[config.mk]
export PLATFORM = sky130hd
export DESIGN_NAME = crvu_scale
export DESIGN_NICKNAME = d
export VERILOG_FILES = /design/src/rtl/crvu_pkg.sv /design/src/rtl/crvu_scale.sv
export SDC_FILE = /design/constraint.sdc
export NUM_CORES = 2
export LEC_CHECK = 0
export BUFFER_PORTS_ARGS = -buffer_cell sky130_fd_sc_hd__buf_2
export CORE_MARGIN = 4
export CORE_UTILIZATION = 30
export CTS_CLUSTER_DIAMETER = 150
export CTS_CLUSTER_SIZE = 10
export DETAILED_ROUTE_END_ITERATION = 12
export PLACE_DENSITY_LB_ADDON = 0.15
export SYNTH_ARGS = -nofsm -noshare
export SYNTH_HDL_FRONTEND = slang
export SYNTH_SLANG_ARGS = --single-unit
export TNS_END_PERCENT = 5
[constraint.sdc]
create_clock -name clk -period 10.3 [get_ports clk]
set_clock_uncertainty 0.05 [all_clocks]
set_input_delay 0.515 -clock clk [delete_from_list [all_inputs] [get_ports clk]]
set_output_delay 0.515 -clock clk [all_outputs]
set_load 0.05 [all_outputs]
[src/rtl/crvu_pkg.sv]
`default_nettype none

package crvu_pkg;

    localparam int ITERATIONS = 30;
    localparam int TABLE_LEN  = 40;
    localparam int NUM_ITER   = (ITERATIONS > TABLE_LEN) ? TABLE_LEN : ITERATIONS;

    localparam int ANG_W   = 32;
    localparam int IN_W    = 31;
    localparam int OUT_W   = 32;
    localparam int XY_W    = 34;
    localparam int WRAP_W  = ANG_W + 2;
    localparam int FRAC_XY = 30;
    localparam int GAIN_W  = 31;
    localparam int PROD_W  = XY_W + GAIN_W;
    localparam int SH_W    = PROD_W - FRAC_XY;

    localparam logic FUNC_ROTATE = 1'b0;
    localparam logic FUNC_VECTOR = 1'b1;

    localparam logic signed [ANG_W-1:0]  PI_Q28      = ANG_W'(843314857);
    localparam logic signed [ANG_W-1:0]  HALF_PI_Q28 = ANG_W'(421657428);
    localparam logic signed [WRAP_W-1:0] PI_WRAP     = WRAP_W'(843314857);
    localparam logic signed [WRAP_W-1:0] TWO_PI_WRAP = WRAP_W'(1686629713);
    localparam logic signed [XY_W-1:0]   ONE_Q30     = XY_W'(1073741824);
    localparam logic signed [GAIN_W-1:0] GAIN_Q30    = GAIN_W'(652032874);
    localparam logic signed [PROD_W-1:0] HALF_ULP    = PROD_W'(536870912);

    typedef struct packed {
        logic                    func;
        logic                    neg;
        logic signed [XY_W-1:0]  x;
        logic signed [XY_W-1:0]  y;
        logic signed [ANG_W-1:0] z;
    } crvu_item_t;

    typedef struct packed {
        logic signed [OUT_W-1:0] sine;
        logic signed [OUT_W-1:0] cosine;
        logic signed [OUT_W-1:0] magnitude;
        logic signed [ANG_W-1:0] angle_out;
    } crvu_result_t;

    // Arctangent of 2^-i in Q4.28, rounded to nearest.
    function automatic logic signed [ANG_W-1:0] atan_entry(input int idx);
        logic signed [ANG_W-1:0] v;
        case (idx)
            0:       v = ANG_W'(210828714);
            1:       v = ANG_W'(124459457);
            2:       v = ANG_W'(65760959);
            3:       v = ANG_W'(33381290);
            4:       v = ANG_W'(16755422);
            5:       v = ANG_W'(8385879);
            6:       v = ANG_W'(4193963);
            7:       v = ANG_W'(2097109);
            8:       v = ANG_W'(1048571);
            9:       v = ANG_W'(524287);
            10:      v = ANG_W'(262144);
            11:      v = ANG_W'(131072);
            12:      v = ANG_W'(65536);
            13:      v = ANG_W'(32768);
            14:      v = ANG_W'(16384);
            15:      v = ANG_W'(8192);
            16:      v = ANG_W'(4096);
            17:      v = ANG_W'(2048);
            18:      v = ANG_W'(1024);
            19:      v = ANG_W'(512);
            20:      v = ANG_W'(256);
            21:      v = ANG_W'(128);
            22:      v = ANG_W'(64);
            23:      v = ANG_W'(32);
            24:      v = ANG_W'(16);
            25:      v = ANG_W'(8);
            26:      v = ANG_W'(4);
            27:      v = ANG_W'(2);
            28:      v = ANG_W'(1);
            default: v = '0;
        endcase
        return v;
    endfunction

endpackage

`default_nettype wire

[src/rtl/crvu_scale.sv]
`default_nettype none

module crvu_scale
    import crvu_pkg::*;
(
    input  wire logic    clk,
    input  wire logic    rst_n,
    input  wire logic    advance,
    input  wire logic    in_vld,
    input  crvu_item_t   in_item,
    output logic         res_vld,
    output crvu_result_t res
);

    logic                     vld_reg;
    logic                     func_reg;
    logic                     neg_reg;
    logic signed [ANG_W-1:0]  z_reg;
    logic signed [PROD_W-1:0] prod_x_reg;
    logic signed [PROD_W-1:0] prod_y_reg;
    logic signed [PROD_W-1:0] prod_x_next;
    logic signed [PROD_W-1:0] prod_y_next;
    logic signed [OUT_W-1:0]  x_fin;
    logic signed [OUT_W-1:0]  y_fin;

    // Round half up to Q2.30 and saturate to the output width.
    function automatic logic signed [OUT_W-1:0] round_sat(input logic signed [PROD_W-1:0] p);
        logic signed [PROD_W-1:0]   rnd;
        logic signed [SH_W-1:0]     sh;
        logic        [SH_W-OUT_W:0] hi;
        logic signed [OUT_W-1:0]    v;
        rnd = p + HALF_ULP;
        sh  = rnd[PROD_W-1:FRAC_XY];
        hi  = sh[SH_W-1:OUT_W-1];
        if ((hi == '0) || (hi == '1))
        begin
            v = sh[OUT_W-1:0];
        end
        else if (sh[SH_W-1])
        begin
            v = {1'b1, {(OUT_W-1){1'b0}}};
        end
        else
        begin
            v = {1'b0, {(OUT_W-1){1'b1}}};
        end
        return v;
    endfunction

    always_comb
    begin
        prod_x_next = in_item.x * GAIN_Q30;
        prod_y_next = in_item.y * GAIN_Q30;
    end

    always_ff @(posedge clk or negedge rst_n)
    begin
        if (!rst_n)
        begin
            vld_reg <= 1'b0;
        end
        else if (advance)
        begin
            vld_reg <= in_vld;
        end
    end

    always_ff @(posedge clk)
    begin
        if (advance)
        begin
            func_reg   <= in_item.func;
            neg_reg    <= in_item.neg;
            z_reg      <= in_item.z;
            prod_x_reg <= prod_x_next;
            prod_y_reg <= prod_y_next;
        end
    end

    always_comb
    begin
        x_fin = round_sat(prod_x_reg);
        y_fin = round_sat(prod_y_reg);
        res   = '0;
        if (func_reg)
        begin
            res.magnitude = x_fin;
            res.angle_out = z_reg;
        end
        else if (neg_reg)
        begin
            res.sine   = -y_fin;
            res.cosine = -x_fin;
        end
        else
        begin
            res.sine   = y_fin;
            res.cosine = x_fin;
        end
    end

    assign res_vld = vld_reg;

endmodule

`default_nettype wire

Word level (Yosys, flattened, before mapping)

Cells that the tools add are included.

Add/subtract/negate cells: 4
Multipliers: 2
Equality and inequality tests: 2
Mux-type cells: 7
Reduce and logical (&&, ||, !) cells: 4

Operator list:

| operator                                            | count |
|---|---|
| 2-to-1 mux 64 bit                                   | 3 |
| adder 65 x 31 -> 65 bit, second input constant      | 2 |
| multiplier 34 x 30 -> 64 bit, second input constant | 2 |
| 2-to-1 mux 32 bit                                   | 4 |
| negation 32 bit                                     | 2 |
| equality test 4 bit, second input constant          | 2 |
| logical NOT 4 bit                                   | 2 |
| logical OR 1 bit                                    | 2 |

Bits in registers: 163
Bits of input ports: 106
Output and inout port bits: 129

Logic depth before layout (Yosys ltp)

Depth in word-level cells: 7
Depth in mapped cells: 28
Gate-level depth less buffers: 27

Worst setup path after synthesis

Ideal clock, no wire load.

Path type: input to register
Start: input port in_item[52] in the netlist's numbering
End: register prod_y_reg[59] (data pin)
Library setup time: 0.258 ns
Data arrival time: 6.962 ns
Required time: 9.992 ns
Slack: 3.029 ns
Cell stages on the path: 25
Buffers on the path: 0
Cells stage by stage: ha_1 > inv_1 > fa_1 > inv_1 > fa_1 > inv_1 > fa_1 > inv_1 > fa_1 > fa_1 > fa_1 > inv_1 > fa_1 > inv_1 > ha_1 > a21oi_1 > o211ai_1 > a2111oi_0 > o211a_1 > nor3_1 > a211o_1 > a311oi_1 > o2111ai_1 > a31oi_1 > xnor2_1

Word-level cells in the longest chain between the ends: 1

RTL lines:

| what                         | RTL line         | text |
|---|---|---|
| from (decl)                  | crvu_scale.sv:10 | `input crvu_item_t in_item,` |
| multiplier 34 x 30 -> 64 bit | crvu_scale.sv:53 | `prod_y_next = in_item.y * GAIN_Q30;` |
| named net prod_y_next[59]    | crvu_scale.sv:22 | `logic signed [PROD_W-1:0] prod_y_next;` |
| to (signal assigned)         | crvu_scale.sv:76 | `prod_y_reg <= prod_y_next;` |
| to (decl)                    | crvu_scale.sv:20 | `logic signed [PROD_W-1:0] prod_y_reg;` |

The timed path passes the listed nets, and every way through them passes these cells.
A chain may end at the register's enable or synchronous reset.

Final worst setup path

Start: input port in_item[93] in the netlist's numbering
End: register prod_x_reg[63] (data pin)

Word-level cells in the longest chain between the ends: 1

RTL lines:

| what                         | RTL line         | text |
|---|---|---|
| multiplier 34 x 30 -> 64 bit | crvu_scale.sv:52 | `prod_x_next = in_item.x * GAIN_Q30;` |
| named net prod_x_next[63]    | crvu_scale.sv:21 | `logic signed [PROD_W-1:0] prod_x_next;` |
| to (signal assigned)         | crvu_scale.sv:75 | `prod_x_reg <= prod_x_next;` |
| to (decl)                    | crvu_scale.sv:19 | `logic signed [PROD_W-1:0] prod_x_reg;` |

The timed path passes the listed nets, and every way through them passes these cells.

==> results.md <==
* # diodes at 0
* Gr ovfl total at 0
* Post-DRT Antenna Nets at 0
* Synth cell types at 89
* Clock root buffer: clkbuf_16
* Post-synth top flop: edfxtp_1
* Antenna violations before repair at 3
* Top cell type's share of synthesized area at 43.66%
* GP Congestion at 0.9489
* Most instantiated cells after synthesis: inv_1 (1607), fa_1 (1045), ha_1 (606)
* First-pass GRT wire length at 243.2 mm
* Startpoint types: input port
* Minimum clock period at about 8.3 ns
* Critical path class: in2reg
* Mux cell area share after synthesis at less than 1%
* Input/output buffers at 234
* Initial Util at 30.22%
* Worst Path Arrival at 8.36 ns
* M1 GR Usage at roughly a quarter
* Main combinational cell family by area after synthesis: adder cells
* Post-synthesis cell area at 47910 um2
* Final-report hold violation count at 0
* Setup tns final at 0 ns
* Wire per inst at 21.81 um
* CTS max path bufs at 2
* Row cnt at 146
* Vias per cell at 4.649
* CP startpoint: in_item[93]
* H-tree lvl count at 3
* Post-synthesis sequential area ratio at 6.696%
* Clock Sink Count at between 100 and 150
* GRT met3 Usage at 1.745%
* Share of post-route cells with drive strength above 1 at roughly 6.0%
* CTS tree: done
* Final WL at ~160 mm
* RSZ-0062 raised after global routing: no
* Syn-to-layout area delta at 8.022%
* Vias in the first global route at 37910
* Simple-gate share of the synthesized area at 7.840%
* DRT Pass-1 Iters at 8
* Fin util at 32.64%
* Reg2Reg Launch Point: res_vld
* Max Clk Rate at 120.5 MHz
* Die ar. at around 170000 um2
* Area contributors post-synth: fa_1 (44%), ha_1 (16%), inv_1 (13%)
* Maxcap violations at 0
* Global routing's busiest layer: met2
* Reg clk slew, reported paths at approximately 0.080 ns
* Tcrit/Tclk final at ~81%
* Post-synthesis compound-gate area fraction at 8.440%
* Final nets at approximately 7000
* Clock Latency Late Sink at 0.38 ns
* Worst-Margin Slew at 1.267 ns
* Top-count cell post-synth: inv_1
* RR Endpoint: res_vld
* GR Util met2 at 35.79%
* #FFs+latches synth at 107
* FFs w/ async S/R, synth at 0.9346%
* R2R Setup Slk at 9.51 ns
* Post-Synthesis Cells at 5046
* Hpwl dp at approximately 150 mm
* Fin. max-slew vios at 0
* Num ports at 235
* Syn_nets at 6803
* Post-synth EDFFs at 106
* CTS Buf Count at 9
* Pin count of the biggest net entering global routing at roughly 110
* Vias at about 34000
* Req. time, crit path at 10.35 ns
* Die height at 407.6 um
* CP endpoint kind: flip-flop
* Type of the worst min-delay path: in2reg
* Max transition margin at 13.32%
* Status: complete, no violations
* Register-to-Register Path Depth at 1
* Setup violators final at 0
* Width of the die at 407.6 um
* XOR/XNOR Fraction of Synth Area at 3.766%
* Synth Area in Adders at 59.49%
* Tot GR Track Use at 19.33%
* Cell taking the most area after synthesis: fa_1
* Core Box Area at 158600 um2
* Syn. warnings at 0
* Crit Path Max Fanout at 8
* Iter 0 DRT Violations at 1914
* Crit path capture: prod_x_reg[63]
* Drt drc at 0
* Avg Cell Area, Syn at approximately 9.5 um2
==> metal layers <==
| layer | up-vias | part of all wire, % |
|---|---|---|
| li1 | 15880 | - |
| met1 | 17420 | 44 |
| met2 | 529 | 52 |
| met3 | 81 | 2.7 |
| met4 | 4 | 1.1 |
| met5 | - | 0.017 |
==> layout by cell type, fill, tap and decap left out, types with 25 or more instances in the layout <==
master / netlist / layout
a21o_1: 64 / 64
a21oi_1: 181 / 181
a31oi_1: 25 / 25
and2_1: 69 / 69
and3_1: 36 / 36
buf_2: 3 / 233
edfxtp_1: 106 / 106
fa_1: 1045 / 1045
ha_1: 606 / 606
inv_1: 1607 / 1605
nand2_1: 146 / 146
nand2b_1: 27 / 27
nand3_1: 72 / 72
nand4_1: 43 / 43
nor2_1: 170 / 169
nor3_1: 61 / 61
o21ai_0: 154 / 154
xnor2_1: 117 / 116
xor2_1: 89 / 89
==> logic make-up after synthesis <==
group	count (synthesis)
compound gates	629
xor+xnor	206
fa+ha+maj	1651
buf+inv	1700
flops	107
mux	18
simple gates	735
==> layout make-up <==
type                       count  area (um2)
fill                       16860      106800
multi-input combinational   3239       38300
inverter                    1607        6032
sequential                   107        3208
tap                         2072        2592
timing repair buffer         252        1311
clock buffer                   9       225.2
clock inverter                 7       83.83
==> worst max-delay path, cell delays in order <==
cell      delay [ns]
buf_2           0.24
ha_1            0.33
inv_1           0.22
fa_1            0.48
fa_1            0.54
fa_1            0.52
inv_1           0.07
fa_1            0.59
fa_1            0.44
fa_1            0.54
inv_1           0.07
fa_1            0.51
inv_1           0.06
ha_1            0.40
a21o_1          0.22
a21o_1          0.17
a21oi_1         0.23
o21ai_0         0.14
a41oi_1         0.26
a211oi_1        0.12
nor4_1          0.58
nor3_1          0.22
or2_2           0.34
o311ai_0        0.55
==> what timing repair did <==
item | in CTS | in global routing
buffers inserted | 0 | 0
hold buffers | 1 | 0
hold endpoints to repair | 1 | 0
gates resized for setup | 0 | 0
==> metrics by stage <==
stage               cells  area [um2]  setup WS [ns]  hold slack, ns
CTS                  7293       51760          1.970          0.2202
global placement     7276       51440          1.492          0.2402
global route         7293       51760          1.437          0.2167
finish               7293       51760          1.998          0.2473
floorplan            5046       47910          3.029          0.1694
detailed placement   7276       51440          1.553          0.2429
==> worst min-delay path by stage <==
stage           startpoint        end  slack, ns  cells past startpoint
2_1_floorplan        rst_n    res_vld       0.17                      0
3_5_place_dp         rst_n    res_vld       0.24                      1
6_report       in_item[15]  z_reg[15]       0.25                      1
3_3_place_gp         rst_n    res_vld       0.24                      1
4_1_cts        in_item[26]  z_reg[26]       0.22                      1
5_1_grt        in_item[25]  z_reg[25]       0.22                      1
Power is not shown: default switching activity piles up to over one toggle a cycle in this logic, so the estimate is an artifact.
