**config.mk**
```make
export PLATFORM = sky130hd
export DESIGN_NAME = crvu_prep
export DESIGN_NICKNAME = d
export VERILOG_FILES = /design/src/rtl/crvu_pkg.sv /design/src/rtl/crvu_prep.sv
export SDC_FILE = /design/constraint.sdc
export NUM_CORES = 1
export LEC_CHECK = 0
export BUFFER_PORTS_ARGS = -buffer_cell sky130_fd_sc_hd__buf_2
export CAP_MARGIN = 20
export CELL_PAD_IN_SITES_DETAIL_PLACEMENT = 1
export CELL_PAD_IN_SITES_GLOBAL_PLACEMENT = 1
export CORE_UTILIZATION = 45
export DETAILED_ROUTE_END_ITERATION = 10
export PLACE_DENSITY = 0.88
export SETUP_SLACK_MARGIN = 0.3
export SYNTH_ARGS = -nofsm -noshare
export SYNTH_HDL_FRONTEND = slang
export SYNTH_SLANG_ARGS = --single-unit
```
**constraint.sdc**
```tcl
create_clock -name clk -period 4.96 [get_ports clk]
set_input_delay 0.992 -clock clk [delete_from_list [all_inputs] [get_ports clk]]
set_output_delay 0.992 -clock clk [all_outputs]
set_load 0.01 [all_outputs]
```
**src/rtl/crvu_pkg.sv**
```systemverilog
`default_nettype none

package crvu_pkg;

    localparam int ITERATIONS = 30;
    localparam int TABLE_LEN  = 40;
    localparam int NUM_ITER   = (ITERATIONS > TABLE_LEN) ? TABLE_LEN : ITERATIONS;

    localparam int ANG_W   = 32;
    localparam int IN_W    = 31;
    localparam int OUT_W   = 32;
    localparam int XY_W    = 34;
    localparam int WRAP_W  = ANG_W + 2;
    localparam int FRAC_XY = 30;
    localparam int GAIN_W  = 31;
    localparam int PROD_W  = XY_W + GAIN_W;
    localparam int SH_W    = PROD_W - FRAC_XY;

    localparam logic FUNC_ROTATE = 1'b0;
    localparam logic FUNC_VECTOR = 1'b1;

    localparam logic signed [ANG_W-1:0]  PI_Q28      = ANG_W'(843314857);
    localparam logic signed [ANG_W-1:0]  HALF_PI_Q28 = ANG_W'(421657428);
    localparam logic signed [WRAP_W-1:0] PI_WRAP     = WRAP_W'(843314857);
    localparam logic signed [WRAP_W-1:0] TWO_PI_WRAP = WRAP_W'(1686629713);
    localparam logic signed [XY_W-1:0]   ONE_Q30     = XY_W'(1073741824);
    localparam logic signed [GAIN_W-1:0] GAIN_Q30    = GAIN_W'(652032874);
    localparam logic signed [PROD_W-1:0] HALF_ULP    = PROD_W'(536870912);

    typedef struct packed {
        logic                    func;
        logic                    neg;
        logic signed [XY_W-1:0]  x;
        logic signed [XY_W-1:0]  y;
        logic signed [ANG_W-1:0] z;
    } crvu_item_t;

    typedef struct packed {
        logic signed [OUT_W-1:0] sine;
        logic signed [OUT_W-1:0] cosine;
        logic signed [OUT_W-1:0] magnitude;
        logic signed [ANG_W-1:0] angle_out;
    } crvu_result_t;

    // Arctangent of 2^-i in Q4.28, rounded to nearest.
    function automatic logic signed [ANG_W-1:0] atan_entry(input int idx);
        logic signed [ANG_W-1:0] v;
        case (idx)
            0:       v = ANG_W'(210828714);
            1:       v = ANG_W'(124459457);
            2:       v = ANG_W'(65760959);
            3:       v = ANG_W'(33381290);
            4:       v = ANG_W'(16755422);
            5:       v = ANG_W'(8385879);
            6:       v = ANG_W'(4193963);
            7:       v = ANG_W'(2097109);
            8:       v = ANG_W'(1048571);
            9:       v = ANG_W'(524287);
            10:      v = ANG_W'(262144);
            11:      v = ANG_W'(131072);
            12:      v = ANG_W'(65536);
            13:      v = ANG_W'(32768);
            14:      v = ANG_W'(16384);
            15:      v = ANG_W'(8192);
            16:      v = ANG_W'(4096);
            17:      v = ANG_W'(2048);
            18:      v = ANG_W'(1024);
            19:      v = ANG_W'(512);
            20:      v = ANG_W'(256);
            21:      v = ANG_W'(128);
            22:      v = ANG_W'(64);
            23:      v = ANG_W'(32);
            24:      v = ANG_W'(16);
            25:      v = ANG_W'(8);
            26:      v = ANG_W'(4);
            27:      v = ANG_W'(2);
            28:      v = ANG_W'(1);
            default: v = '0;
        endcase
        return v;
    endfunction

endpackage

`default_nettype wire

```
**src/rtl/crvu_prep.sv**
```systemverilog
`default_nettype none

module crvu_prep
    import crvu_pkg::*;
(
    input  wire logic                    clk,
    input  wire logic                    rst_n,
    input  wire logic                    advance,
    input  wire logic                    in_vld,
    input  wire logic                    func,
    input  wire logic signed [ANG_W-1:0] angle_in,
    input  wire logic signed [IN_W-1:0]  x_in,
    input  wire logic signed [IN_W-1:0]  y_in,
    output logic                         out_vld,
    output crvu_item_t                   out_item
);

    logic                    a_vld_reg;
    logic                    a_func_reg;
    logic signed [ANG_W-1:0] a_r_reg;
    logic signed [IN_W-1:0]  a_x_reg;
    logic signed [IN_W-1:0]  a_y_reg;
    logic signed [WRAP_W-1:0] sum;
    logic signed [WRAP_W-1:0] r_next;

    logic                    b_vld_reg;
    crvu_item_t              b_item_reg;
    crvu_item_t              b_item_next;
    logic signed [ANG_W-1:0] z_cent;

    // The angle plus pi lies above minus 2pi and below 4pi, so one
    // correction brings it into [0, 2pi).
    always_comb
    begin
        sum = WRAP_W'(angle_in) + PI_WRAP;
        if (sum < 0)
        begin
            r_next = sum + TWO_PI_WRAP;
        end
        else if (sum >= TWO_PI_WRAP)
        begin
            r_next = sum - TWO_PI_WRAP;
        end
        else
        begin
            r_next = sum;
        end
    end

    always_ff @(posedge clk or negedge rst_n)
    begin
        if (!rst_n)
        begin
            a_vld_reg <= 1'b0;
            b_vld_reg <= 1'b0;
        end
        else if (advance)
        begin
            a_vld_reg <= in_vld;
            b_vld_reg <= a_vld_reg;
        end
    end

    always_ff @(posedge clk)
    begin
        if (advance)
        begin
            a_func_reg <= func;
            a_r_reg    <= r_next[ANG_W-1:0];
            a_x_reg    <= x_in;
            a_y_reg    <= y_in;
            b_item_reg <= b_item_next;
        end
    end

    // In rotation mode, fold into [-pi/2, pi/2]; a half-turn shift is undone by negating
    // both results at the end.
    always_comb
    begin
        z_cent      = a_r_reg - PI_Q28;
        b_item_next = '0;
        if (a_func_reg == FUNC_VECTOR)
        begin
            b_item_next.func = FUNC_VECTOR;
            b_item_next.x    = XY_W'(a_x_reg);
            b_item_next.y    = XY_W'(a_y_reg);
        end
        else
        begin
            b_item_next.x = ONE_Q30;
            if (z_cent < -HALF_PI_Q28)
            begin
                b_item_next.z   = z_cent + PI_Q28;
                b_item_next.neg = 1'b1;
            end
            else if (z_cent > HALF_PI_Q28)
            begin
                b_item_next.z   = z_cent - PI_Q28;
                b_item_next.neg = 1'b1;
            end
            else
            begin
                b_item_next.z = z_cent;
            end
        end
    end

    assign out_vld  = b_vld_reg;
    assign out_item = b_item_reg;

endmodule

`default_nettype wire

```
Word-level counts from Yosys, hierarchy flattened
Cells that the tools add are included.
- add/sub/neg operators: 6
- order comparisons: 4
- multiplexer cells: 7
- operators by type and width (kind ; number):
    two-way mux 32 bit ; 4
    subtractor 32 x 31 -> 32 bit (second input constant) ; 2
    adder 32 x 31 -> 33 bit (second input constant) ; 1
    >= comparator 33 x 32 -> 1 bit (second input constant) ; 1
    less-than comparator 33 x 1 -> 1 bit (second input constant) ; 1
    adder 32 x 31 -> 32 bit (second input constant) ; 1
    adder 32 bit (second input constant) ; 1
    greater-than comparator 32 x 30 -> 1 bit (second input constant) ; 1
    less-than comparator 32 x 30 -> 1 bit (second input constant) ; 1
    subtractor 32 bit (second input constant) ; 1
    two-way mux 1 bit ; 3
- flip-flop bits (word level): 194
- input port bits: 99
- output and inout port bits: 103
- word-level logic and storage cells: 28

Depth between registers and ports, before layout
Gate-level depths: netlist of run 1.
- depth after elaboration: 4
- depth in mapped cells: 16
- gate-level depth less buffers: 12

Least setup slack after synthesis of run 1
Ideal clock, no wire load.
- path type: input -> register
- start point: in angle_in[14]
- end point: reg a_r_reg[24], data pin
- library setup time: 269 ps
- data arrival time: 3999 ps
- slack: 692 ps
- cell stages on the path: 11
- path buffers: 1
- cell sequence: or4_4 > a2111oi_4 > a2111oi_1 > a2111oi_0 > or4b_4 > nor4_4 > nand4_1 > o211ai_2 > buf_4 > nand3_1 > xor2_1
- cells in the longest elaborated chain, start to end: 4
- elaborated cells on any way between the ends: 7
- those cells by class: add/sub: 3; order compare: 2; mux: 2
- ends and longest elaborated chain (element ; line ; text):
    start: declaration ; crvu_prep.sv:11 ; input wire logic signed [ANG_W-1:0] angle_in,
    adder 32 x 31 -> 33 bit * ; crvu_prep.sv:35 ; sum = WRAP_W'(angle_in) + PI_WRAP;
    subtractor 32 bit / >= comparator 33 x 32 -> 1 bit (equally long branches) ; crvu_prep.sv:42, crvu_prep.sv:40 ;
    two-way mux 32 bit ; crvu_prep.sv:40 ; else if (sum >= TWO_PI_WRAP)
    two-way mux 32 bit * ; crvu_prep.sv:36 ; if (sum < 0)
    via r_next[24] ; crvu_prep.sv:24 ; logic signed [WRAP_W-1:0] r_next;
    end signal: assignment ; crvu_prep.sv:69 ; a_r_reg <= r_next[ANG_W-1:0];
    end: declaration ; crvu_prep.sv:20 ; logic signed [ANG_W-1:0] a_r_reg;
The timed path passes the listed nets; every way through them passes the cells marked *.
A chain may end at the register's enable or synchronous reset.

Final worst setup path of run 1
- start point: reg a_r_reg[1]
- end point: reg b_item_reg, in the netlist out_item[21], data pin
- cells in the longest elaborated chain, start to end: 4
- elaborated cells on any way between the ends: 7
- those cells by class: add/sub: 3; order compare: 2; mux: 2
- ends and longest elaborated chain (element ; line ; text):
    subtractor 32 x 31 -> 32 bit * ; crvu_prep.sv:80 ; z_cent = a_r_reg - PI_Q28;
    subtractor 32 x 31 -> 32 bit / greater-than comparator 32 x 30 -> 1 bit (equally long branches) ; crvu_prep.sv:98, crvu_prep.sv:96 ;
    two-way mux 32 bit ; crvu_prep.sv:96 ; else if (z_cent > HALF_PI_Q28)
    two-way mux 32 bit * ; crvu_prep.sv:91 ; if (z_cent < -HALF_PI_Q28)
    end signal: assignment ; crvu_prep.sv:72 ; b_item_reg <= b_item_next;
    end: declaration ; crvu_prep.sv:27 ; crvu_item_t b_item_reg;
Every way passes the cells marked *; elsewhere a longest branch is shown, timed or not.

==> results.md, run 1 <==
* Outcome: finished, final reports clean
* Final setup fails at 0
* Achievable Freq at about 220 MHz
* Startpoint types: register
* Hold Path Class: in -> async
* Ys Warns at 0
* P_leak at 5.64 nW
* GRT overflow at 0
* Reg clk slew, reported paths at about 100 ps
* Max_cap viols at 0
* Top post-synthesis cells by area: edfxtp_1, and2_1, xnor2_1, nand2_1, a21oi_1
* Via density at roughly 6.2
* Total wire length at slightly below 40,000 um
* Layout Skew at about 23 ps
* Port Buffer Count at 201
* Initial Utilization at a little under half
* DR iter-0 viols at about 1,100
* Total power at just under 6 mW
* Largest net degree at the start of global routing at 90
* Critical Path AT at 4820 ps
* Post-place setup slack at -211 ps
* Post-synthesis async set-or-reset flop share at 1.03%
* Slew @ Worst Pin at approximately 920 ps
* Synthesized flop and latch total at 194
* Crit Path Max Fanout at 18
* Post-synthesis net count at around 1,400
* CP required at between 5000 and 6000 ps
* Layout area overhead at 18.5%
* Clock Tree Root: clkbuf_16
* Vias in the first global route at ~11,000
* TritonCTS clock tree: done
* Peak VDD IR at about 0.00028 V
* Part of the Yosys area used for sequential elements at a little under half
* RSZ-0062 raised after global routing: false
* Area leader, netlist: edfxtp_1
* Final core utilization at 54.7%
* Worst slew margin at a little under two fifths
* Total global-route track usage at between 20% and 30%
* H-tree levels at 4
* Area of placed instances at about 14,000 sq um
* Critical path class: reg -> reg
* Die H at ~170 um
* Max FFs per register at 97
* Post-DP HPWL at around 29,000 um
* Critical path endpoint category: register
* Post-synth EDFFs at 192
* Worst-Skew Late Latency at between 400 and 500 ps
* Yosys top cell area share at 46.1%
* Cells after Synth at 1,243
* Power Density at ~400 nW/um^2
* Final min period at 4580 ps
* Share of cells above drive strength 1 at a little under a quarter
* Syn Area/Cell at 10.1 sq um
* Post-route cell area at between 10,000 and 15,000 sq um
* Top-level I/O count at 202
* CTS max path bufs at 2
* Placer Congestion at roughly 0.89
* Mapped Area at 12,500 sq um
* CTS Buf Count at 17
* Synth unique cells at between 90 and 100
* Drt pass-1 iters at 5
* Die area at 28,400 sq um
* Global-route wire length before repair at 61,900 um
* Clock sinks at roughly 190
* Slew Viols, Final at 0
* Hold slack at around 290 ps
* Die Wd at 169 um
* Final Hold Viols at 0
* Initial antenna violation count at 3
* Final nets at ~1,600
* Num rows at 60
* Routed vias at roughly 11,000
* Core area at around 27,000 sq um
* # DRC at 0
* Detail Route Antenna Nets at 0
* Final worst-path cycle share at around 90%
* Final WS setup at 383 ps
* Synth Flop Type: edfxtp_1
* DR WL/cell at approximately 22 um
[per-layer routing]
metal	wire length, um	global-route usage (%)	share of wire (%)	up-vias
met5	0	0	0	-
met2	20100	48.5	51	482
met1	16100	34.5	41	5592
met4	1390	11.3	3.5	0
li1	-	-	-	5183
met3	2110	3.44	5.3	107
[synth_stat cells, types with 7 or more instances]
cell type	n
mux2i_1	20
o2111ai_1	8
nand2b_1	20
xnor2_1	51
nand3_1	37
a21o_1	12
xor2_1	32
ha_1	9
nor2b_1	9
nand4_1	19
and3_1	12
edfxtp_1	192
o22ai_1	13
nor3_1	33
inv_1	26
nor4_1	18
a211o_1	10
a22oi_1	9
buf_2	8
o31ai_1	10
a211oi_1	17
and2_1	78
o211ai_1	21
a31oi_1	17
nand2_1	106
a21oi_1	68
o21ai_0	45
or4_1	8
nand4b_1	7
o32ai_1	10
a2bb2oi_1	7
or3_1	10
clkbuf_1	54
o21a_1	11
or2_2	24
mux2_2	10
nor2_1	68
[worst max-delay path, stage by stage (launching register included)]
cell	delay, ps
edfxtp_1	370
inv_1	180
ha_1	220
a21boi_1	70
buf_4	160
o21ai_1	360
a21oi_1	290
nor3_1	450
o22ai_1	270
or4_1	620
a21oi_1	300
a21o_1	370
buf_12	200
o2bb2ai_1	140
mux2i_1	340
[timing repair]
item | 4_1_cts | 5_1_grt
endpoints found under the setup margin | 29 | 33
buffers inserted | 0 | 4
hold buffers | 0 | 0
pin swaps | 0 | 1
gates resized for setup | 4 | 15
[cell families (layout without fill, tap and decap cells)]
group / Yosys count / count (layout) / share of synthesized area [%]
DFF: 194 / 194 / 46.5
xor gates and xnor gates: 83 / 83 / 5.82
adders and majority gates: 9 / 9 / 0.901
buffers and inverters: 98 / 311 / 3.20
AOI/OAI and AO/OA: 354 / 354 / 20.6
muxes: 30 / 30 / 2.50
and+or+nand+nor: 475 / 475 / 20.4
other: 0 / 4 / 0
[final cells by class]
| type | instances | area (sq um) |
|---|---|---|
| clock buffer | 17 | 425 |
| clock inverter | 15 | 183 |
| inverter | 26 | 97.6 |
| timing repair buffer | 253 | 1440 |
| fill | 3093 | 12300 |
| tap | 372 | 465 |
| sequential | 194 | 5820 |
| antenna | 4 | 10.0 |
| multi-input combinational | 951 | 6380 |
[path summary, 6_finish.rpt]
path                                         endpoint  slack (ps)             startpoint  cells past startpoint
max                        out_item[21]$_SDFFCE_PP0P_         380   a_r_reg[1]$_DFFE_PP_                     14
min                               out_vld$_DFFE_PN0P_         290                  rst_n                      1
max reg2reg                out_item[21]$_SDFFCE_PP0P_         380   a_r_reg[1]$_DFFE_PP_                     14
min reg2reg                       out_vld$_DFFE_PN0P_         510  a_vld_reg$_DFFE_PN0P_                      1
max in group asynchronous       a_vld_reg$_DFFE_PN0P_        4580                  rst_n                      1
min in group clk                  out_vld$_DFFE_PN0P_         510  a_vld_reg$_DFFE_PN0P_                      1
[power by group]
| part | switching (mW) | internal, mW | leakage, nW |
|---|---|---|---|
| sequential | 0.156 | 2.07 | 1.95 |
| combinational | 1.44 | 0.873 | 3.39 |
| clock | 0.718 | 0.684 | 0.290 |
| total | 2.31 | 3.63 | 5.64 |
[placed cells by master, fill, tap and decap left out, drive strengths merged, types with 9 or more instances in the layout]
cell and count:
or4 9, edfxtp 192, a22oi 9, nand2 106, a211o 10, nand2b 20
a211oi 17, o31ai 11, o32ai 10, nor2b 9, xor2 32, or2 24
mux2i 20, o21ai 50, ha 9, mux2 10, a21oi 68, o21a 12
and2 80, o22ai 13, nand3 37, nor2 68, or3 10, nor4 20
o211ai 23, xnor2 51, nor3 33, clkbuf 17, inv 32, nand4 19
a31oi 17, and3 12, a21o 12, buf 253
[stage by stage]
stage / std cells / setup TNS [ps]
floorplan: 1243 / 0
global placement: 1792 / 0
detailed placement: 1792 / -222
CTS: 1824 / 0
global route: 1832 / 0
finish: 1832 / 0
Power figures use the tool's default switching activity.
==> run 2: changes to the inputs <==
- CELL_PAD_IN_SITES_DETAIL_PLACEMENT: 1 -> unset
- CELL_PAD_IN_SITES_GLOBAL_PLACEMENT: 1 -> unset
- CORE_MARGIN: unset -> 10
- PLACE_DENSITY: 0.88 -> 0.72
- clock period: 4.96 -> 5.7 ns (I/O delays scaled with it)
==> results.md, run 2 (synthesis gave the netlist of run 1 again) <==
* Outcome: finished, final reports clean
* Reg-to-reg critical path startpoint: a_r_reg[2]$_DFFE_PP_
* Die area at 34,800 sq um (+22%)
* Final setup fails at 0 (unchanged)
* CTS max path bufs at 2 (unchanged)
* Routed vias at 10,400 (-8.2%)
* Vias in the first global route at 9,626 (-15%)
* Most frequent cells in the layout: buf_2, edfxtp_1, nand2_1
* Hold Path Class: in -> async
* TNS Setup at 0 ps (unchanged)
* Total wire length at 31,700 um (-20%)
* Reg clk slew, reported paths at 80 ps (-20 ps)
* Layout area overhead at 15.5%
* Placed Instances at 1,759 (-1.8%)
* Crit path buf inv count at 1 (-2)
* Final core utilization at 53.1% (-1.5 points)
* Drt pass-1 iters at 7 (+2)
* H-tree levels at 4 (unchanged)
* Final Non-Filler Cells at 1,791 (-2.2%)
* Startpoint types: register
* GR Util met2 at 27.3% (-21 points)
* Hold Buf Count CTS at 0 (unchanged)
* Crit path largest cell delay at 680 ps (+60 ps)
* FILL cells at 2,454 (-21%)
* Max FFs per register at 97 (unchanged)
* Via density at 5.83 (-6.1%)
* Largest net degree at the start of global routing at 103 (+14%)
* GRT busiest layer: met2
* Worst slew margin at 39.6% (+1.7 points)
* Die H at 187 um (+11%)
* Clock Tree Root: clkbuf_16
* CP required at 5870 ps (+660 ps)
* Final worst-path cycle share at 87.9% (-4.4 points)
* Critical path endpoint category: register
* Crit-path cells: inv_1 > ha_1 > a21bo_2 > a21oi_1 > o21ai_1 > a21boi_0 > o22ai_1 > or4_1 > a21oi_1 > a21o_1 > nor4_1 > or4_1
* Worst-Skew Late Latency at 430 ps (-40 ps)
* Initial antenna violation count at 0 (-3)
* Global-route wire length before repair at 51,200 um (-17%)
* Post-place setup slack at 581 ps (+793 ps)
* Detail Route Antenna Nets at 0 (unchanged)
* Total global-route track usage at 17.4% (-10 points)
* Num rows at 60 (unchanged)
* Top-level I/O count at 202 (unchanged)
* GR Util met3 at 3.31% (-0.12 points)
* Placer Congestion at 0.943 (+5.5%)
* Post-DP HPWL at 23,700 um (-17%)
* Max_cap viols at 0 (unchanged)
* Post-CTS Setup Bufs at 0 (unchanged)
* Worst Setup SP: a_r_reg[2]$_DFFE_PP_
* Slew Viols, Final at 0 (unchanged)
* RSZ-0062 raised after global routing: false
* CTS Buf Count at 17 (unchanged)
* Commonest non-fill, non-tap cell in the layout: buf_2
* Peak VDD IR at 0.000191 V (-32%)
* Slew @ Worst Pin at 900 ps (-25.1 ps)
* Clock sinks at 194 (unchanged)
* # diodes at 0 (-4)
* DR WL/cell at 17.7 um (-18%)
* CP delay by family, top: compound AO/OA/AOI/OAI gates
* P_leak at 5.44 nW (-3.5%)
* Initial Utilization at 46.0% (-0.13 points)
* GRT overflow at 0 (unchanged)
* Port Buffer Count at 201 (unchanged)
* Critical path class: reg -> reg
* Layout Skew at 14.8 ps (-8.00 ps)
* Critical path's slowest cell: a21o_1
* # DRC at 0 (unchanged)
* Power Density at 341 nW/um^2 (-15%)
* Crit Path Max Fanout at 24 (+6)
* Final WS setup at 690 ps (+308 ps)
* Die Wd at 187 um (+11%)
* Final nets at 1,514 (-2.4%)
* Critical Path AT at 5180 ps (+360 ps)
* DR iter-0 viols at 945 (-11%)
* Achievable Freq at 200 MHz (-8.6%)
* CTS resizes at 0 (-4)
* Met1 usage at 24.1% (-10 points)
* Final min period at 5010 ps (+432 ps)
* TritonCTS clock tree: done
* Final Hold Viols at 0 (unchanged)
* Core area at 27,200 sq um (+0.28%)
* Share of cells above drive strength 1 at 21.1% (-2.8 points)
run 2: cell types whose count changed in the layout (fill, tap and decap cells not counted), sizes merged:
cell | before | now
clkinv | 8 | 7
buf | 253 | 216
diode | 4 | 0
inv | 32 | 34
clkinvlp | 1 | 0
run 2: cell type report:
class                           count  area [sq um]  share of cell area (%)
Sequential cell                   194          5820                    40.3
Clock buffer                       17           425                    2.95
Tap cell                          372           465                    3.22
Inverter                           26          97.6                   0.676
Timing Repair Buffer              216          1140                    7.88
Clock inverter                     15           216                    1.50
Multi-Input combinational cell    951          6280                    43.5
run 2: per-layer routing:
layer / vias to the layer above / wire [um]
li1: 5098 / -
met1: 4884 / 14700
met2: 420 / 14600
met3: 33 / 2040
met4: 0 / 401
met5: - / 0
run 2: per-stage QoR:
step                      instance area (sq um)  hold WS (ps)  power (mW)
final                                     14400           467        4.93
after global routing                      14400           449        5.21
after CTS                                 14400           452        4.93
after detailed placement                  13800           494        3.68
after global placement                    13800           481        3.64
after floorplan                           12500           424        3.17
run 2: worst paths after layout:
path / endpoint / slack [ps] / cells past startpoint
min in group clk: out_vld$_DFFE_PN0P_ / 510 / 1
hold reg to reg: out_vld$_DFFE_PN0P_ / 510 / 1
max in group asynchronous: out_vld$_DFFE_PN0P_ / 5140 / 1
hold / removal: a_vld_reg$_DFFE_PN0P_ / 470 / 1
setup / recovery: out_item[30]$_SDFFCE_PP0P_ / 690 / 12
setup reg to reg: out_item[30]$_SDFFCE_PP0P_ / 690 / 12
run 2: report_power, final:
group	internal, mW	switching [mW]	total, mW
Clock	0.616	0.628	1.24
Sequential	1.80	0.124	1.92
Combinational	0.676	1.08	1.76
Total	3.09	1.84	4.93
==> run 3: changes to the inputs <==
- CORE_MARGIN: 10 -> 1.5
- PLACE_DENSITY: 0.72 -> 0.64
==> results.md, run 3 (synthesis gave the netlist of run 1 again) <==
* GRT overflow at 0 (unchanged)
* Hold Path Class: in -> async
* Post-place setup slack at 439 ps (-142 ps)
* Peak VDD IR at 0.000199 V (+4.2%)
* Commonest non-fill, non-tap cell in the layout: buf_2
* Initial antenna violation count at 0 (unchanged)
* Slew Viols, Final at 0 (unchanged)
* Worst-Skew Late Latency at 450 ps (+20 ps)
* Final Non-Filler Cells at 1,792 (+0.056%)
* H-tree levels at 4 (unchanged)
* Vias in the first global route at 9,131 (-5.1%)
* Slew @ Worst Pin at 1130 ps (+232 ps)
* Most frequent cells in the layout: buf_2, edfxtp_1, nand2_1
* Final nets at 1,515 (+0.066%)
* Share of cells above drive strength 1 at 21.2% (+0.056 points)
* Drt pass-1 iters at 6 (-1)
* Global-route wire length before repair at 47,400 um (-7.4%)
* Max FFs per register at 97 (unchanged)
* Critical path class: reg -> reg
* Comb pwr share at 35.7% (about the same)
* Layout Skew at 17.3 ps (+2.51 ps)
* Worst slew margin at 24.6% (-15 points)
* Final min period at 4990 ps (-18.5 ps)
* Die area at 28,800 sq um (-17%)
* Hold Buf Count CTS at 0 (unchanged)
* DR WL/cell at 16.9 um (-4.7%)
* Final core utilization at 53.2% (+0.059 points)
* Largest net degree at the start of global routing at 119 (+16%)
* Critical Path AT at 5190 ps (about the same)
* CTS Buf Count at 17 (unchanged)
* Total global-route track usage at 20.5% (+3.1 points)
* CTS resizes at 0 (unchanged)
* Total wire length at 30,300 um (-4.6%)
* # DRC at 0 (unchanged)
* Final WS setup at 709 ps (+18.5 ps)
* Sw frac at 37.2% (-0.045 points)
* Routed vias at 10,500 (+0.72%)
* TNS Setup at 0 ps (unchanged)
* Placed Instances at 1,760 (+0.057%)
* Placer Congestion at 0.918 (-2.7%)
* Final Hold Viols at 0 (unchanged)
* Post-CTS Setup Bufs at 0 (unchanged)
* Achievable Freq at 200 MHz (+0.37%)
* TritonCTS clock tree: done
* P_leak at 5.43 nW (-0.16%)
* Die H at 170 um (-9.1%)
* Core area at 27,100 sq um (-0.28%)
* Via density at 5.86 (+0.66%)
* Post-DP HPWL at 22,000 um (-6.9%)
* Critical path endpoint category: register
* Outcome: finished, final reports clean
* CP required at 5900 ps (+30 ps)
* RSZ-0062 raised after global routing: false
* Max_cap viols at 0 (unchanged)
* Final setup fails at 0 (unchanged)
* Final worst-path cycle share at 87.6% (-0.32 points)
* Clock Tree Root: clkbuf_16
* Layout area overhead at 15.3%
* Top-level I/O count at 202 (unchanged)
* Port Buffer Count at 201 (unchanged)
* Clock sinks at 194 (unchanged)
* Num rows at 60 (unchanged)
* Sequential power share at 39.3% (+0.3 points)
* Reg clk slew, reported paths at 80 ps (about the same)
* DR iter-0 viols at 866 (-8.4%)
* # diodes at 0 (unchanged)
* Startpoint types: register
* Hold slack at 456 ps (-11.2 ps)
* Initial Utilization at 46.1% (+0.13 points)
* CTS max path bufs at 2 (unchanged)
* Switching power at 1.82 mW (-0.80%)
* Power Density at 339 nW/um^2 (-0.52%)
* Detail Route Antenna Nets at 0 (unchanged)
* Clk pwr share at 25.0% (-0.3 points)
* Crit Path Max Fanout at 13 (-46%)
* Die Wd at 170 um (-9.1%)
* Cell Int Power at 3.07 mW (-0.61%)
## run 3: power by group through the flow
| stage | Sequential, mW | Combinational [mW] | Clock [mW] |
|---|---|---|---|
| after CTS | 1.92 | 1.72 | 1.25 |
| after global placement | 1.95 | 1.70 | 0 |
| final | 1.92 | 1.75 | 1.22 |
| after detailed placement | 1.95 | 1.72 | 0 |
| after global routing | 1.95 | 1.91 | 1.29 |
| after floorplan | 1.94 | 1.23 | 0 |
## run 3: final cells by class
class	instances	area [sq um]
Multi-Input combinational cell	951	6280
Fill cell	2425	12700
Clock buffer	17	425
Timing Repair Buffer	217	1140
Tap cell	372	465
Sequential cell	194	5820
Inverter	26	97.6
Clock inverter	15	185
## run 3: worst max-delay path, stage by stage (launching register included)
cell	delay, ps
edfxtp_1	510
inv_1	120
ha_1	170
a21boi_1	470
o21ai_0	330
a222oi_1	540
nand4_1	160
a21oi_1	360
o2111a_1	300
a31oi_1	150
a21oi_1	900
buf_4	320
o22ai_1	90
mux2_2	300
## run 3: worst paths after layout
path                                        from                        end  slack [ps]  depth (start not counted)
max reg2reg                 a_r_reg[2]$_DFFE_PP_  out_item[7]$_SDFFCE_PP0P_         710                         13
min in group clk           a_vld_reg$_DFFE_PN0P_      a_vld_reg$_DFFE_PN0P_         510                          1
max                         a_r_reg[2]$_DFFE_PP_  out_item[7]$_SDFFCE_PP0P_         710                         13
min reg2reg                a_vld_reg$_DFFE_PN0P_      a_vld_reg$_DFFE_PN0P_         510                          1
min                                        rst_n        out_vld$_DFFE_PN0P_         460                          1
max in group asynchronous                  rst_n      a_vld_reg$_DFFE_PN0P_        5150                          1
## run 3: stage by stage
step / total power, mW / cell area, sq um
finish: 4.89 / 14400
global placement: 3.65 / 13800
global route: 5.15 / 14400
detailed placement: 3.67 / 13800
floorplan: 3.17 / 12500
CTS: 4.89 / 14400
## run 3: per-layer routing
| metal | GRT usage, % | vias up | share of wire, % |
|---|---|---|---|
| li1 | - | 5116 | - |
| met1 | 29.7 | 4910 | 47 |
| met2 | 31.9 | 432 | 45 |
| met3 | 2.82 | 52 | 5.7 |
| met4 | 5.85 | 0 | 1.9 |
| met5 | 0 | - | 0 |
